===== src/rtl/core/nrr_pkg.sv =====
// ----------------------------------------------------------------------------
// nrr_pkg: shared types and constants of the nearest resize normalizer
// Holds the configuration register indexes, fixed field widths and the
// record that travels from the scan stage to the output stage.
// ----------------------------------------------------------------------------
`default_nettype none

package nrr_pkg;

  // Configuration port
  localparam int CFG_W     = 11;
  localparam int CFG_IDX_W = 3;

  typedef enum logic [CFG_IDX_W-1:0] {
    CFG_CAM_W     = 3'd0,
    CFG_CAM_H     = 3'd1,
    CFG_OUT_W     = 3'd2,
    CFG_OUT_H     = 3'd3,
    CFG_NORM_MODE = 3'd4
  } cfg_idx_e;

  // Reset values of the configuration registers
  localparam logic [CFG_W-1:0] CAM_W_RST = 11'd320;
  localparam logic [CFG_W-1:0] CAM_H_RST = 11'd240;
  localparam logic [CFG_W-1:0] OUT_W_RST = 11'd96;
  localparam logic [CFG_W-1:0] OUT_H_RST = 11'd96;

  // Field widths
  localparam int PIX_W       = 16;
  localparam int NORM_W      = 16;
  localparam int COORD_W     = 10;
  localparam int IN_TDATA_W  = 16;
  localparam int OUT_TDATA_W = 72;

  // One picked pixel with its target coordinates
  typedef struct packed {
    logic [PIX_W-1:0]   pixel;
    logic [COORD_W-1:0] col;
    logic [COORD_W-1:0] row;
    logic               last;
  } item_t;

endpackage

`default_nettype wire


===== src/rtl/core/nrr_scan.sv =====
// ----------------------------------------------------------------------------
// nrr_scan: source/target counters and nearest-neighbor pick
// Walks the camera raster, decides which source pixels are kept and
// registers each kept pixel with its target coordinates.
// ----------------------------------------------------------------------------
`default_nettype none

module nrr_scan import nrr_pkg::*; #(
  parameter int  MAX_DIM = 1024,
  localparam int DIM_W   = $clog2(MAX_DIM + 1)
) (
  input  wire              clk_i,
  input  wire              rst_ni,
  input  wire [DIM_W-1:0]  cw_i,
  input  wire [DIM_W-1:0]  ch_i,
  input  wire [DIM_W-1:0]  ow_i,
  input  wire [DIM_W-1:0]  oh_i,
  input  wire              in_valid_i,
  output logic             in_ready_o,
  input  wire [PIX_W-1:0]  in_pixel_i,
  input  wire              in_frame_start_i,
  output logic             item_valid_o,
  output item_t            item_o,
  input  wire              item_ready_i
);

  localparam int XW = DIM_W + 1;

  // The pick position is tracked as a distance: dist counts down by the
  // latched step for every source position passed, and the current position
  // is the pick when dist is below the step. This equals the exact
  // quotient/remainder walk without any divider. Once a pick has been
  // skipped, the distance is frozen until the counters are cleared.
  logic [DIM_W-1:0] src_col_q, src_col_d, src_row_q, src_row_d;
  logic [DIM_W-1:0] tgt_col_q, tgt_col_d, tgt_row_q, tgt_row_d;
  logic [XW-1:0]    col_dist_q, col_dist_d, row_dist_q, row_dist_d;
  logic [DIM_W-1:0] col_step_q, col_step_d, row_step_q, row_step_d;
  logic             col_passed_q, col_passed_d, row_passed_q, row_passed_d;
  logic             item_valid_q, item_valid_d;
  item_t            item_q;

  logic [DIM_W-1:0] src_col_e, src_row_e, tgt_col_e, tgt_row_e;
  logic [XW-1:0]    col_dist_e, row_dist_e;
  logic [DIM_W-1:0] col_step_e, row_step_e;
  logic             col_passed_e, row_passed_e;
  logic             accept, col_at, row_at, pick, end_row, end_frame;
  item_t            item_d;

  assign in_ready_o = !item_valid_q || item_ready_i;
  assign accept     = in_valid_i && in_ready_o;

  // Frame start clears everything before the pixel is looked at.
  always_comb begin
    if (in_frame_start_i) begin
      src_col_e    = '0;
      src_row_e    = '0;
      tgt_col_e    = '0;
      tgt_row_e    = '0;
      col_dist_e   = '0;
      row_dist_e   = '0;
      col_step_e   = DIM_W'(1);
      row_step_e   = DIM_W'(1);
      col_passed_e = 1'b0;
      row_passed_e = 1'b0;
    end else begin
      src_col_e    = src_col_q;
      src_row_e    = src_row_q;
      tgt_col_e    = tgt_col_q;
      tgt_row_e    = tgt_row_q;
      col_dist_e   = col_dist_q;
      row_dist_e   = row_dist_q;
      col_step_e   = col_step_q;
      row_step_e   = row_step_q;
      col_passed_e = col_passed_q;
      row_passed_e = row_passed_q;
    end
  end

  assign row_at    = !row_passed_e && (row_dist_e < {1'b0, row_step_e});
  assign col_at    = !col_passed_e && (col_dist_e < {1'b0, col_step_e});
  assign pick      = row_at && col_at && (tgt_row_e < oh_i) && (tgt_col_e < ow_i);
  assign end_row   = ({1'b0, src_col_e} + XW'(1)) >= {1'b0, cw_i};
  assign end_frame = ({1'b0, src_row_e} + XW'(1)) >= {1'b0, ch_i};

  always_comb begin
    src_col_d    = src_col_q;
    src_row_d    = src_row_q;
    tgt_col_d    = tgt_col_q;
    tgt_row_d    = tgt_row_q;
    col_dist_d   = col_dist_q;
    row_dist_d   = row_dist_q;
    col_step_d   = col_step_q;
    row_step_d   = row_step_q;
    col_passed_d = col_passed_q;
    row_passed_d = row_passed_q;
    if (accept) begin
      src_row_d    = src_row_e;
      tgt_row_d    = tgt_row_e;
      row_dist_d   = row_dist_e;
      row_step_d   = row_step_e;
      row_passed_d = row_passed_e;
      if (end_row) begin
        src_col_d    = '0;
        tgt_col_d    = '0;
        col_dist_d   = '0;
        col_step_d   = DIM_W'(1);
        col_passed_d = 1'b0;
        if (row_at && (tgt_row_e < oh_i)) begin
          tgt_row_d  = tgt_row_e + DIM_W'(1);
          row_dist_d = row_dist_e + {1'b0, ch_i} - {1'b0, oh_i};
          row_step_d = oh_i;
        end else if (row_at) begin
          row_passed_d = 1'b1;
        end else if (!row_passed_e) begin
          row_dist_d = row_dist_e - {1'b0, row_step_e};
        end
        if (end_frame) begin
          src_row_d    = '0;
          tgt_row_d    = '0;
          row_dist_d   = '0;
          row_step_d   = DIM_W'(1);
          row_passed_d = 1'b0;
        end else begin
          src_row_d = src_row_e + DIM_W'(1);
        end
      end else begin
        src_col_d    = src_col_e + DIM_W'(1);
        tgt_col_d    = tgt_col_e;
        col_dist_d   = col_dist_e;
        col_step_d   = col_step_e;
        col_passed_d = col_passed_e;
        if (pick) begin
          tgt_col_d  = tgt_col_e + DIM_W'(1);
          col_dist_d = col_dist_e + {1'b0, cw_i} - {1'b0, ow_i};
          col_step_d = ow_i;
        end else if (col_at) begin
          col_passed_d = 1'b1;
        end else if (!col_passed_e) begin
          col_dist_d = col_dist_e - {1'b0, col_step_e};
        end
      end
    end
  end

  always_comb begin
    item_d.pixel = in_pixel_i;
    item_d.col   = COORD_W'(tgt_col_e);
    item_d.row   = COORD_W'(tgt_row_e);
    item_d.last  = (tgt_col_e == ow_i - DIM_W'(1)) && (tgt_row_e == oh_i - DIM_W'(1));
    item_valid_d = item_valid_q;
    if (in_ready_o) begin
      item_valid_d = accept && pick;
    end
  end

  always_ff @(posedge clk_i or negedge rst_ni) begin
    if (!rst_ni) begin
      src_col_q    <= '0;
      src_row_q    <= '0;
      tgt_col_q    <= '0;
      tgt_row_q    <= '0;
      col_dist_q   <= '0;
      row_dist_q   <= '0;
      col_step_q   <= DIM_W'(1);
      row_step_q   <= DIM_W'(1);
      col_passed_q <= 1'b0;
      row_passed_q <= 1'b0;
      item_valid_q <= 1'b0;
    end else begin
      src_col_q    <= src_col_d;
      src_row_q    <= src_row_d;
      tgt_col_q    <= tgt_col_d;
      tgt_row_q    <= tgt_row_d;
      col_dist_q   <= col_dist_d;
      row_dist_q   <= row_dist_d;
      col_step_q   <= col_step_d;
      row_step_q   <= row_step_d;
      col_passed_q <= col_passed_d;
      row_passed_q <= row_passed_d;
      item_valid_q <= item_valid_d;
    end
  end

  always_ff @(posedge clk_i) begin
    if (accept && pick) begin
      item_q <= item_d;
    end
  end

  assign item_valid_o = item_valid_q;
  assign item_o       = item_q;

`ifndef NO_ASSERTIONS
  a_step_nonzero: assert property (@(posedge clk_i) disable iff (!rst_ni)
    (col_step_q != '0) && (row_step_q != '0))
    else $error("pick step register holds zero");

  a_dist_bound: assert property (@(posedge clk_i) disable iff (!rst_ni)
    (col_dist_q <= XW'(2 * MAX_DIM - 2)) && (row_dist_q <= XW'(2 * MAX_DIM - 2)))
    else $error("pick distance out of range");

  a_frame_start: assert property (@(posedge clk_i) disable iff (!rst_ni)
    accept && in_frame_start_i |=>
      (src_row_q <= DIM_W'(1)) && (tgt_row_q <= DIM_W'(1)) && (tgt_col_q <= DIM_W'(1)))
    else $error("counters not cleared by frame start");

  a_pick_loads: assert property (@(posedge clk_i) disable iff (!rst_ni)
    accept && pick |=> item_valid_q)
    else $error("picked pixel was not registered");
`endif

endmodule

`default_nettype wire


===== src/rtl/core/nrr_out.sv =====
// ----------------------------------------------------------------------------
// nrr_out: channel expansion, Q2.14 normalization and result register
// Widens RGB565 to 8-bit channels and scales them to 0..1 or -1..1.
// ----------------------------------------------------------------------------
`default_nettype none

module nrr_out import nrr_pkg::*; (
  input  wire                clk_i,
  input  wire                rst_ni,
  input  wire                norm_mode_i,
  input  wire                item_valid_i,
  input  item_t              item_i,
  output logic               item_ready_o,
  output logic               m_valid_o,
  input  wire                m_ready_i,
  output logic [NORM_W-1:0]  red_o,
  output logic [NORM_W-1:0]  green_o,
  output logic [NORM_W-1:0]  blue_o,
  output logic [COORD_W-1:0] col_o,
  output logic [COORD_W-1:0] row_o,
  output logic               last_o
);

  // round(a * 16384 / 255) for a in 0..255. Since 16384 = 64*255 + 64 the
  // result is 64a + floor((64a + 127) / 255), and the small quotient by 255
  // uses the (y + y/256 + 1) / 256 identity.
  function automatic logic [14:0] norm_mag(input logic [7:0] a);
    logic [14:0] y;
    logic [14:0] sum;
    y   = {1'b0, a, 6'b0} + 15'd127;
    sum = y + (y >> 8) + 15'd1;
    return {1'b0, a, 6'b0} + {8'b0, sum[14:8]};
  endfunction

  function automatic logic [NORM_W-1:0] norm_chan(input logic [7:0] c, input logic mode);
    logic [8:0]  twice;
    logic [8:0]  mag_in;
    logic [14:0] mag;
    twice = {c, 1'b0};
    if (!mode) begin
      return {1'b0, norm_mag(c)};
    end else if (c[7]) begin
      mag_in = twice - 9'd255;
      mag    = norm_mag(mag_in[7:0]);
      return {1'b0, mag};
    end else begin
      mag_in = 9'd255 - twice;
      mag    = norm_mag(mag_in[7:0]);
      return -{1'b0, mag};
    end
  endfunction

  logic              m_valid_q, m_valid_d;
  logic [NORM_W-1:0] red_q, green_q, blue_q;
  logic [COORD_W-1:0] col_q, row_q;
  logic              last_q;
  logic              load;

  assign item_ready_o = !m_valid_q || m_ready_i;
  assign load         = item_valid_i && item_ready_o;

  always_comb begin
    m_valid_d = m_valid_q;
    if (item_ready_o) begin
      m_valid_d = item_valid_i;
    end
  end

  always_ff @(posedge clk_i or negedge rst_ni) begin
    if (!rst_ni) begin
      m_valid_q <= 1'b0;
    end else begin
      m_valid_q <= m_valid_d;
    end
  end

  always_ff @(posedge clk_i) begin
    if (load) begin
      red_q   <= norm_chan({item_i.pixel[15:11], 3'b0}, norm_mode_i);
      green_q <= norm_chan({item_i.pixel[10:5], 2'b0}, norm_mode_i);
      blue_q  <= norm_chan({item_i.pixel[4:0], 3'b0}, norm_mode_i);
      col_q   <= item_i.col;
      row_q   <= item_i.row;
      last_q  <= item_i.last;
    end
  end

  assign m_valid_o = m_valid_q;
  assign red_o     = red_q;
  assign green_o   = green_q;
  assign blue_o    = blue_q;
  assign col_o     = col_q;
  assign row_o     = row_q;
  assign last_o    = last_q;

endmodule

`default_nettype wire


===== src/rtl/core/nearest_resize_rgb565_normalize_top.sv =====
// ----------------------------------------------------------------------------
// nearest_resize_rgb565_normalize_top: RGB565 downscaler and normalizer
// Usage:
//   The slave stream takes camera pixels in raster order, one request per
//   pixel; tuser marks the first pixel of a frame and clears all counters.
//   Each source pixel that lands on a nearest-neighbor grid point of the
//   target size leaves on the master stream as three signed Q2.14 channels
//   with its target column and row; tlast marks the final target pixel.
//   Other source pixels are consumed without a result.
//   Throughput is one pixel per clock while not stalled; the pick decision
//   is a few adds and compares on the row and column distance registers.
//   Stages: the pick register, then the normalization and result register.
//   The receiver may stall freely: the result register holds its request
//   and the pick stage keeps accepting until it is full as well, then the
//   slave tready drops.
//   Reset clears the counters and both pipeline stages and loads the
//   registers with 320x240 source, 96x96 target and 0..1 scaling.
//   Registers are written through cfg_we_i/cfg_idx_i/cfg_data_i while the
//   stream is idle; a target size above the source size is clamped to it.
// ----------------------------------------------------------------------------
`default_nettype none

module nearest_resize_rgb565_normalize_top import nrr_pkg::*; #(
  parameter int MAX_DIM = 1024
) (
  input  wire                   clk_i,
  input  wire                   rst_ni,
  input  wire                   cfg_we_i,
  input  wire [CFG_IDX_W-1:0]   cfg_idx_i,
  input  wire [CFG_W-1:0]       cfg_data_i,
  input  wire                   s_axis_tvalid,
  output logic                  s_axis_tready,
  // rgb565_pixel [15:0]
  input  wire [IN_TDATA_W-1:0]  s_axis_tdata,
  // frame_start
  input  wire                   s_axis_tuser,
  output logic                  m_axis_tvalid,
  input  wire                   m_axis_tready,
  // red_norm [15:0], green_norm [31:16], blue_norm [47:32], out_col [57:48],
  // out_row [67:58], zero fill [71:68]
  output logic [OUT_TDATA_W-1:0] m_axis_tdata,
  // frame_last
  output logic                  m_axis_tlast
);

  localparam int DIM_W = $clog2(MAX_DIM + 1);
  localparam int CMP_W = (DIM_W > CFG_W) ? DIM_W : CFG_W;

  function automatic logic [CMP_W-1:0] clamp_dim(input logic [CMP_W-1:0] v,
                                                 input logic [CMP_W-1:0] hi);
    if (v == '0) begin
      return CMP_W'(1);
    end else if (v > hi) begin
      return hi;
    end else begin
      return v;
    end
  endfunction

  logic [CFG_W-1:0] cam_w_q, cam_h_q, out_w_q, out_h_q;
  logic             norm_mode_q;

  always_ff @(posedge clk_i or negedge rst_ni) begin
    if (!rst_ni) begin
      cam_w_q     <= CAM_W_RST;
      cam_h_q     <= CAM_H_RST;
      out_w_q     <= OUT_W_RST;
      out_h_q     <= OUT_H_RST;
      norm_mode_q <= 1'b0;
    end else if (cfg_we_i) begin
      unique case (cfg_idx_i)
        CFG_CAM_W:     cam_w_q     <= cfg_data_i;
        CFG_CAM_H:     cam_h_q     <= cfg_data_i;
        CFG_OUT_W:     out_w_q     <= cfg_data_i;
        CFG_OUT_H:     out_h_q     <= cfg_data_i;
        CFG_NORM_MODE: norm_mode_q <= cfg_data_i[0];
        default: ;
      endcase
    end
  end

  // Effective sizes: source limited to 1..MAX_DIM, target to 1..source.
  logic [CMP_W-1:0] cw_x, ch_x, ow_x, oh_x;
  logic [DIM_W-1:0] cw, ch, ow, oh;

  assign cw_x = clamp_dim(CMP_W'(cam_w_q), CMP_W'(MAX_DIM));
  assign ch_x = clamp_dim(CMP_W'(cam_h_q), CMP_W'(MAX_DIM));
  assign ow_x = clamp_dim(CMP_W'(out_w_q), cw_x);
  assign oh_x = clamp_dim(CMP_W'(out_h_q), ch_x);
  assign cw   = DIM_W'(cw_x);
  assign ch   = DIM_W'(ch_x);
  assign ow   = DIM_W'(ow_x);
  assign oh   = DIM_W'(oh_x);

  item_t item;
  logic  item_valid, item_ready;

  nrr_scan #(
    .MAX_DIM (MAX_DIM)
  ) u_scan (
    .clk_i            (clk_i),
    .rst_ni           (rst_ni),
    .cw_i             (cw),
    .ch_i             (ch),
    .ow_i             (ow),
    .oh_i             (oh),
    .in_valid_i       (s_axis_tvalid),
    .in_ready_o       (s_axis_tready),
    .in_pixel_i       (s_axis_tdata[PIX_W-1:0]),
    .in_frame_start_i (s_axis_tuser),
    .item_valid_o     (item_valid),
    .item_o           (item),
    .item_ready_i     (item_ready)
  );

  logic [NORM_W-1:0]  red, green, blue;
  logic [COORD_W-1:0] col, row;

  nrr_out u_out (
    .clk_i        (clk_i),
    .rst_ni       (rst_ni),
    .norm_mode_i  (norm_mode_q),
    .item_valid_i (item_valid),
    .item_i       (item),
    .item_ready_o (item_ready),
    .m_valid_o    (m_axis_tvalid),
    .m_ready_i    (m_axis_tready),
    .red_o        (red),
    .green_o      (green),
    .blue_o       (blue),
    .col_o        (col),
    .row_o        (row),
    .last_o       (m_axis_tlast)
  );

  assign m_axis_tdata = {4'b0, row, col, blue, green, red};

endmodule

`default_nettype wire

===== config.mk =====
export PLATFORM = sky130hd
export DESIGN_NAME = nearest_resize_rgb565_normalize_top
export DESIGN_NICKNAME = d
export VERILOG_FILES = /design/src/rtl/core/nrr_pkg.sv /design/src/rtl/core/nrr_scan.sv /design/src/rtl/core/nrr_out.sv /design/src/rtl/core/nearest_resize_rgb565_normalize_top.sv
export SDC_FILE = /design/constraint.sdc
export NUM_CORES = 1
export LEC_CHECK = 0
export ABC_CLOCK_PERIOD_IN_PS = 6960
export BUFFER_PORTS_ARGS = -buffer_cell sky130_fd_sc_hd__buf_4
export CORE_UTILIZATION = 60
export DETAILED_ROUTE_END_ITERATION = 10
export GPL_TIMING_DRIVEN = 0
export PLACE_DENSITY = 0.84
export SLEW_MARGIN = 20
export SYNTH_ARGS = -nofsm -noshare
export SYNTH_HDL_FRONTEND = slang
export SYNTH_SLANG_ARGS = --single-unit
export TNS_END_PERCENT = 50

===== constraint.sdc =====
create_clock -name clk_i -period 6.96 [get_ports clk_i]
set_clock_uncertainty 0.05 [all_clocks]
set_input_delay 1.392 -clock clk_i [delete_from_list [all_inputs] [get_ports clk_i]]
set_output_delay 1.392 -clock clk_i [all_outputs]
set_load 0.01 [all_outputs]

==> qor.csv, run 1 <==
stage;metric;value;unit
timing;worst_slew_pin_slew;0.969;ns
pwr;power;0.00950;W
setup_path;cp.required;7.17;ns
pwr;comb_power_share;0.601;
route;drc;0;
yosys;synth-seq-cells;243;
clock_network;clock_sinks;243;
timing;hold-worst-slack;0.367;ns
hold_path;hp-class;reg2reg;
setup_path;endpoint;u_scan.item_o[35];
global_route;grt_antenna_before_repair;0;
global_route;grt_pass1_vias;14322;
yosys;synth_most_common_cell;nand2_1;
setup_path;cp-end-kind;flip-flop;
setup_path;critPathSlowestCell;a21oi_1;
pwr;p_leak;8.80;nW
yosys;async_flop_share;0.572;
placed_design;dp_hpwl;36.0;mm
floorplanning;io_pins;111;
clock_network;cts-root-buf;clkbuf_16;
yosys;synthAdderAreaFrac;0.145;
setup_path;worstRegToRegCells;23;
route;avgViaCountPerCell;6.25;
yosys;synth_xor_area_frac;0.0536;
clock_network;cts_tree;done;
yosys;avgSynthCellArea;9.49;sq um
floorplanning;dieArea;29400;sq um
global_route;track_usage;0.321;
flow_run;cap_violations;0;
setup_path;crit_arrival;6.92;ns
floorplanning;die_height;172;um
global_route;grt_max_degree;82;
floorplanning;start_util;0.616;
route;drt_first_iter_violations;1672;
timing;fmax;149;MHz
clock_network;cts_buffers;27;
floorplanning;core;28000;sq um
yosys;synth_compound_area_frac;0.174;
pwr;swShare;0.450;
yosys;synth_top_area_share;0.184;
route;ant_nets;0;
setup_path;startpoint;cam_h_q[3];
placed_design;io_buffers;104;
route;vias;14741;
global_route;grt.overflow.total;0;
final_layout;nFillCells;2022;
setup_path;cpPeakStageDelay;0.76;ns
yosys;synth.area.mux_share;0.0412;
floorplanning;rows;61;
yosys;synth-simple-area-share;0.160;
timing;relSlewSlack;0.336;
timing;setup_violations;0;
yosys;synth_edf_count;104;
setup_path;critical_path.reg2reg.endpoint;u_scan.item_o[35];
yosys;yosys.area.top_type;dfrtp_1;
yosys;synth_top_family_by_area;compound AO/OA/AOI/OAI gates;
outcome;status;complete, no violations;
setup_path;rr_startpoint;cam_h_q[3];
timing;drv_slew;0;
pwr;power_switching;0.00428;W
clock_network;cts.path.max_buffers;3;
yosys;ys_seq_area_frac;0.384;
clock_network;hold_buffers;0;
final_layout;n_antenna_cell;0;
global_route;grt_pass1_wl;73.4;mm
route;wl;46.8;mm
yosys;synthFlopType;dfrtp_1;
setup_path;worstSetupPathType;reg2reg;
clock_network;clk_latency;0.56;ns
pwr;ir_drop;0.250;mV
timing;rsz0062_at_grt;false;
setup_path;worstPathCellList;nor4_1 > nand2_1 > nor3_1 > nor2_1 > nor2_1 > ha_1 > and3b_1 > a211oi_2 > o21a_4 > a21oi_2 > and3_1 > a21oi_1 > ha_1 > a21o_1 > a21oi_1 > nand3b_1 > o21ai_1 > and3_1 > clkbuf_1 > nand3_2 > clkbuf_1 > nor2_4 > buf_16;
setup_path;startpoint_type;flip-flop;
timing;final.period_utilization;0.964;
pwr;pwr_density_cell;485;nW/um^2
yosys;synthTopCellsByArea;dfrtp_1, edfxtp_1, ha_1, nand2_1, o21ai_0;
route;wl_per_cell;19.9;um
timing;min_period;6.71;ns
yosys;ys_types;86;
floorplanning;die_width;172;um
pwr;pwr-share-clk;0.157;
yosys;synthesis.area;17300;sq um
setup_path;regToRegSetupSlack;0.25;ns
final_layout;drive_above_1_share;0.134;
setup_path;crit_path_max_fanout;19;
clock_network;clkTransAtPathRegs;0.06;ns
yosys;ys_warn_count;0;
placed_design;gp_congestion;0.948;
timing;finalHoldViolCount;0;
final_layout;layout.nets;2179;
pwr;internal_power;0.00523;W
final_layout;area_growth;13.6;%
pwr;sequentialPowerShare;0.242;
yosys;synth_cells;1817;
yosys;ys_top_cells_by_count;nand2_1, ha_1, o21ai_0, dfrtp_1, inv_1;
clock_network;cts_max_level;1;
route;first_pass_iters;6;
[layout by cell type, fill, tap and decap left out, types with 47 or more instances in the layout]
master	synthesis	final
xnor2_1	59	59
dfrtp_1	127	127
a21oi_1	79	79
edfxtp_1	104	104
nor2_1	110	109
buf_4	6	109
inv_1	117	117
nor2b_1	59	59
clkbuf_1	51	47
ha_1	161	161
mux2_2	48	48
nand2_1	215	215
o21ai_0	134	134
[layout make-up]
cell class,count,area (sq um),area share
Buffer,67,310,0.0158
Clock buffer,33,718,0.0366
Clock inverter,17,216,0.0110
Inverter,117,439,0.0224
Multi-Input combinational cell,1394,9940,0.507
Sequential cell,243,6620,0.338
Tap cell,378,473,0.0241
Timing Repair Buffer,108,891,0.0455
[per-stage QoR]
step | instances | instance area (sq um) | TNS [ns] | setup WS (ns) | util
finish | 2357 | 19600 | 0 | 0.247 | 0.700
global route | 2357 | 19600 | 0 | 0.00862 | 0.700
CTS | 2358 | 19600 | 0 | 0.102 | 0.700
detailed placement | 2307 | 18600 | -152.87 | -1.73 | 0.665
global placement | 2304 | 18500 | -178.25 | -2.52 | 0.661
floorplan | 1822 | 17300 | 0 | 0.348 | -
[timing repair]
| action | 4_1_cts | 5_1_grt |
|---|---|---|
| endpoints found under the setup margin | 119 | 70 |
| setup buffers | 1 | 0 |
| resized for setup | 11 | 3 |
| pin swaps | 1 | 0 |
[power groups by stage]
stage | clock (W) | sequential (W) | combinational, W
2_1_floorplan | 0 | 0.00228 | 0.00408
3_3_place_gp | 0 | 0.00231 | 0.00527
3_5_place_dp | 0 | 0.00231 | 0.00555
4_1_cts | 0.00151 | 0.00229 | 0.00561
5_1_grt | 0.00157 | 0.00234 | 0.00625
6_report | 0.00150 | 0.00230 | 0.00571
[cells by family (layout without fill, tap and decap cells)]
group                      after synthesis  count (layout)
and+or+nand+nor                        580             580
AOI/OAI and AO/OA                      454             454
DFF                                    243             243
adders and majority gates              185             185
buffers and inverters                  185             342
xor gates and xnor gates               104             104
muxes                                   65              65
other                                    1               6
[state kept, by name, summed over array words and instances, names as in the netlist, 10 cells and up]
register           flops
u_scan.row_dist_q     12
u_scan.src_row_q      11
u_out.row_o           10
u_scan.src_col_q      11
u_scan.tgt_col_q      11
u_scan.tgt_row_q      11
u_scan.item_o         37
cam_h_q               11
cam_w_q               11
u_out.green_o         16
u_scan.row_step_q     11
u_out.blue_o          15
u_out.red_o           15
out_w_q               11
u_scan.col_dist_q     12
out_h_q               11
u_out.col_o           10
u_scan.col_step_q     11
[layer usage]
layer | GRT usage | vias to the layer above | wire length (um)
li1 | - | 6802 | -
met1 | 0.421 | 6974 | 19000
met2 | 0.513 | 805 | 21200
met3 | 0.0566 | 160 | 4320
met4 | 0.154 | 0 | 2210
met5 | 0 | - | 0
[worst min path at each step]
stage                      start        endpoint  slack (ns)  depth (start not counted)
2_1_floorplan  u_scan.item_o[11]  u_out.col_o[0]        0.35                          0
3_3_place_gp   u_scan.item_o[18]  u_out.col_o[7]        0.35                          0
3_5_place_dp    u_scan.item_o[8]  u_out.row_o[7]        0.35                          0
4_1_cts         u_scan.item_o[9]  u_out.row_o[8]        0.37                          0
5_1_grt         u_scan.item_o[1]  u_out.row_o[0]        0.38                          0
6_report        u_scan.item_o[7]  u_out.row_o[6]        0.37                          0
[worst max-delay path: cells and delay by family (launching register included)]
kind            cells  cell delay, ns
simple gates       11            2.35
buf+inv             3            0.82
compound gates      7            2.14
fa+ha+maj           2            0.62
flops               1            0.41
Note: power is estimated with default switching activity, not from simulation.
==> run 2, diff against run 1 <==
CTS_BUF_LIST = sky130_fd_sc_hd__clkbuf_2 sky130_fd_sc_hd__clkbuf_4 sky130_fd_sc_hd__clkbuf_8   (was not set)
==> run 2 against run 1 <==
Against the previous run: non-clock buffer count is 1 lower; fmax is 0.27% lower; largest power group unchanged; critical path type unchanged; setup slack worse by 0.018 ns; via count is 0.77% higher; wire length is 0.81% higher; sequential power hardly changed; hold slack better by 0.0013 ns.
==> qor.csv, run 2 (synthesized netlist as in run 1, its figures left out) <==
stage;metric;value;unit;change
outcome;status;complete, no violations;;
route;ant_nets;0;;unchanged
route;first_pass_iters;6;;unchanged
setup_path;worstSetupPathType;reg2reg;;
final_layout;nFillCells;2021;;-0.049%
clock_network;cts_buffers;42;;+56%
setup_path;startpoint_type;flip-flop;;
final_layout;largest_register_ffs;37;;unchanged
route;vias;14855;;+0.77%
pwr;sequentialPowerShare;0.240;;-0.002
route;wl_per_cell;19.8;um;-0.33%
timing;finalSetupTns;0;ns;unchanged
floorplanning;start_util;0.616;;unchanged
route;drc;0;;unchanged
final_layout;area_growth;14.1;%;
setup_path;cp.required;7.17;ns;about the same
timing;rsz0062_at_grt;false;;
hold_path;min_path_cells;0;;unchanged
pwr;pwr-share-clk;0.163;;+0.006
timing;fmax;149;MHz;-0.27%
final_layout;mostFrequentLayoutCell;nand2_1;;
final_layout;layout.nets;2193;;+0.64%
clock_network;cts-root-buf;clkbuf_8;;
route;highest_layer;met4;;
route;drt-met1-wl;19.1;mm;+0.48%
pwr;power;0.00957;W;+0.70%
clock_network;hold_buffers;0;;unchanged
pwr;swShare;0.449;;-0.000843
route;drt_first_iter_violations;1557;;-6.9%
global_route;grt_pass1_vias;14447;;+0.87%
floorplanning;dieArea;29400;sq um;unchanged
timing;min_period;6.73;ns;+0.0181 ns
floorplanning;core;28000;sq um;unchanged
global_route;grt_max_degree;82;;unchanged
clock_network;cts_tree;done;;
hold_path;hp-class;reg2reg;;
clock_network;clk_latency;0.58;ns;+0.02 ns
final_layout;final_util;0.703;;+0.00304
timing;worst_slew_pin_slew;0.977;ns;+0.00791 ns
final_layout;final_cell_mix;nand2_1, ha_1, o21ai_0, dfrtp_1, inv_1;;
clock_network;clkTransAtPathRegs;0.06;ns;about the same
timing;setup_violations;0;;unchanged
final_layout;drive_above_1_share;0.148;;+0.0137
clock_network;cts_max_level;2;;+1
pwr;comb_power_share;0.597;;-0.004
placed_design;dp_hpwl;36.0;mm;unchanged
placed_design;io_buffers;104;;unchanged
floorplanning;die_width;172;um;unchanged
clock_network;cts.path.max_buffers;3;;unchanged
timing;hold-worst-slack;0.368;ns;+0.00130 ns
placed_design;gp_congestion;0.948;;unchanged
setup_path;crit_path_max_fanout;19;;unchanged
global_route;grt_pass1_wl;73.9;mm;+0.61%
flow_run;cap_violations;0;;unchanged
floorplanning;die_height;172;um;unchanged
global_route;grt_antenna_before_repair;0;;unchanged
global_route;track_usage;0.324;;+0.00308
final_layout;n_antenna_cell;0;;unchanged
route;met3_length;4.27;mm;-1.1%
clock_network;clock_sinks;243;;unchanged
pwr;power_switching;0.00430;W;+0.51%
route;avgViaCountPerCell;6.23;;-0.37%
pwr;pwr_density_cell;486;nW/um^2;+0.26%
timing;drv_slew;0;;unchanged
setup_path;cp-end-kind;flip-flop;;
timing;relSlewSlack;0.330;;-0.00542
pwr;p_leak;8.88;nW;+0.82%
pwr;internal_power;0.00527;W;+0.85%
floorplanning;rows;61;;unchanged
setup_path;crit_arrival;6.94;ns;+0.02 ns
route;wl;47.2;mm;+0.81%
setup_path;worstRegToRegCells;23;;unchanged
floorplanning;io_pins;111;;unchanged
timing;finalHoldViolCount;0;;unchanged
global_route;grt.overflow.total;0;;unchanged
timing;final.period_utilization;0.967;;+0.00260
route;dr_wl_met2;21.6;mm;+1.8%
pwr;ir_drop;0.239;mV;-4.3%
## run 2: cell count changes in the layout (fill, tap and decap cells not counted), moves of 2 or more
cell | previous run | this run
clkbuf_8 | 3 | 53
clkbuf_1 | 47 | 44
clkinv_1 | 2 | 0
clkbuf_4 | 0 | 12
clkbuf_16 | 27 | 0
buf_2 | 8 | 6
## run 2: timing repair
action / CTS / global route
gates cloned: 0 / 0
endpoints found under the setup margin: 118 / 77
pin swaps: 1 / 0
buffers inserted: 1 / 0
resized for setup: 8 / 3
## run 2: final timing paths
check / from / endpoint / slack (ns)
worst max-delay path: cam_h_q[3] / u_scan.item_o[31] / 0.23
worst min-delay path: u_scan.item_o[9] / u_out.row_o[8] / 0.37
worst max register to register: cam_h_q[3] / u_scan.item_o[31] / 0.23
worst min register to register: u_scan.item_o[9] / u_out.row_o[8] / 0.37
max in group asynchronous: rst_ni / u_scan.col_step_q[0] / 5.35
min in group asynchronous: rst_ni / u_scan.src_row_q[6] / 0.69
## run 2: power by group through the flow
stage               registers [W]  logic, W  clock network [W]
detailed placement        0.00231   0.00555                  0
global route              0.00234   0.00625            0.00164
floorplan                 0.00228   0.00408                  0
CTS                       0.00229   0.00560            0.00157
finish                    0.00230   0.00571            0.00156
global placement          0.00231   0.00527                  0
## run 2: area by class of cell
class / instances / area [sq um] / area share
multi-input combinational: 1394 / 9940 / 0.505
sequential: 243 / 6620 / 0.336
timing repair buffer: 108 / 891 / 0.0453
clock buffer: 64 / 806 / 0.0409
tap: 378 / 473 / 0.0240
inverter: 117 / 439 / 0.0223
buffer: 66 / 303 / 0.0154
clock inverter: 14 / 221 / 0.0113
## run 2: critical path: stages (launching register included)
cell,delay (ns)
dfrtp_1,0.41
nor4_1,0.39
nand2_1,0.13
nor3_1,0.15
nor2_1,0.06
nor2_1,0.33
ha_1,0.23
and3b_1,0.19
a211oi_2,0.24
o21a_4,0.19
a21oi_2,0.14
and3_1,0.22
a21oi_1,0.76
ha_1,0.40
a21o_1,0.18
a21oi_1,0.15
nand3b_1,0.10
o21ai_1,0.47
and3_1,0.24
clkbuf_1,0.27
nand3_2,0.27
clkbuf_1,0.37
nor2_4,0.29
buf_16,0.20
## run 2: metal layers
| metal | global-route usage | up-vias |
|---|---|---|
| met3 | 0.0619 | 164 |
| met5 | 0 | - |
| li1 | - | 6837 |
| met2 | 0.525 | 772 |
| met1 | 0.417 | 7082 |
| met4 | 0.153 | 0 |
## run 2: through the flow
step | cells | worst slack [ns] | instance area [sq um]
after floorplan | 1822 | 0.348 | 17300
after global placement | 2304 | -2.52 | 18500
after detailed placement | 2307 | -1.73 | 18600
after CTS | 2385 | 0.0585 | 19700
after global routing | 2384 | 0.00899 | 19700
final | 2384 | 0.229 | 19700
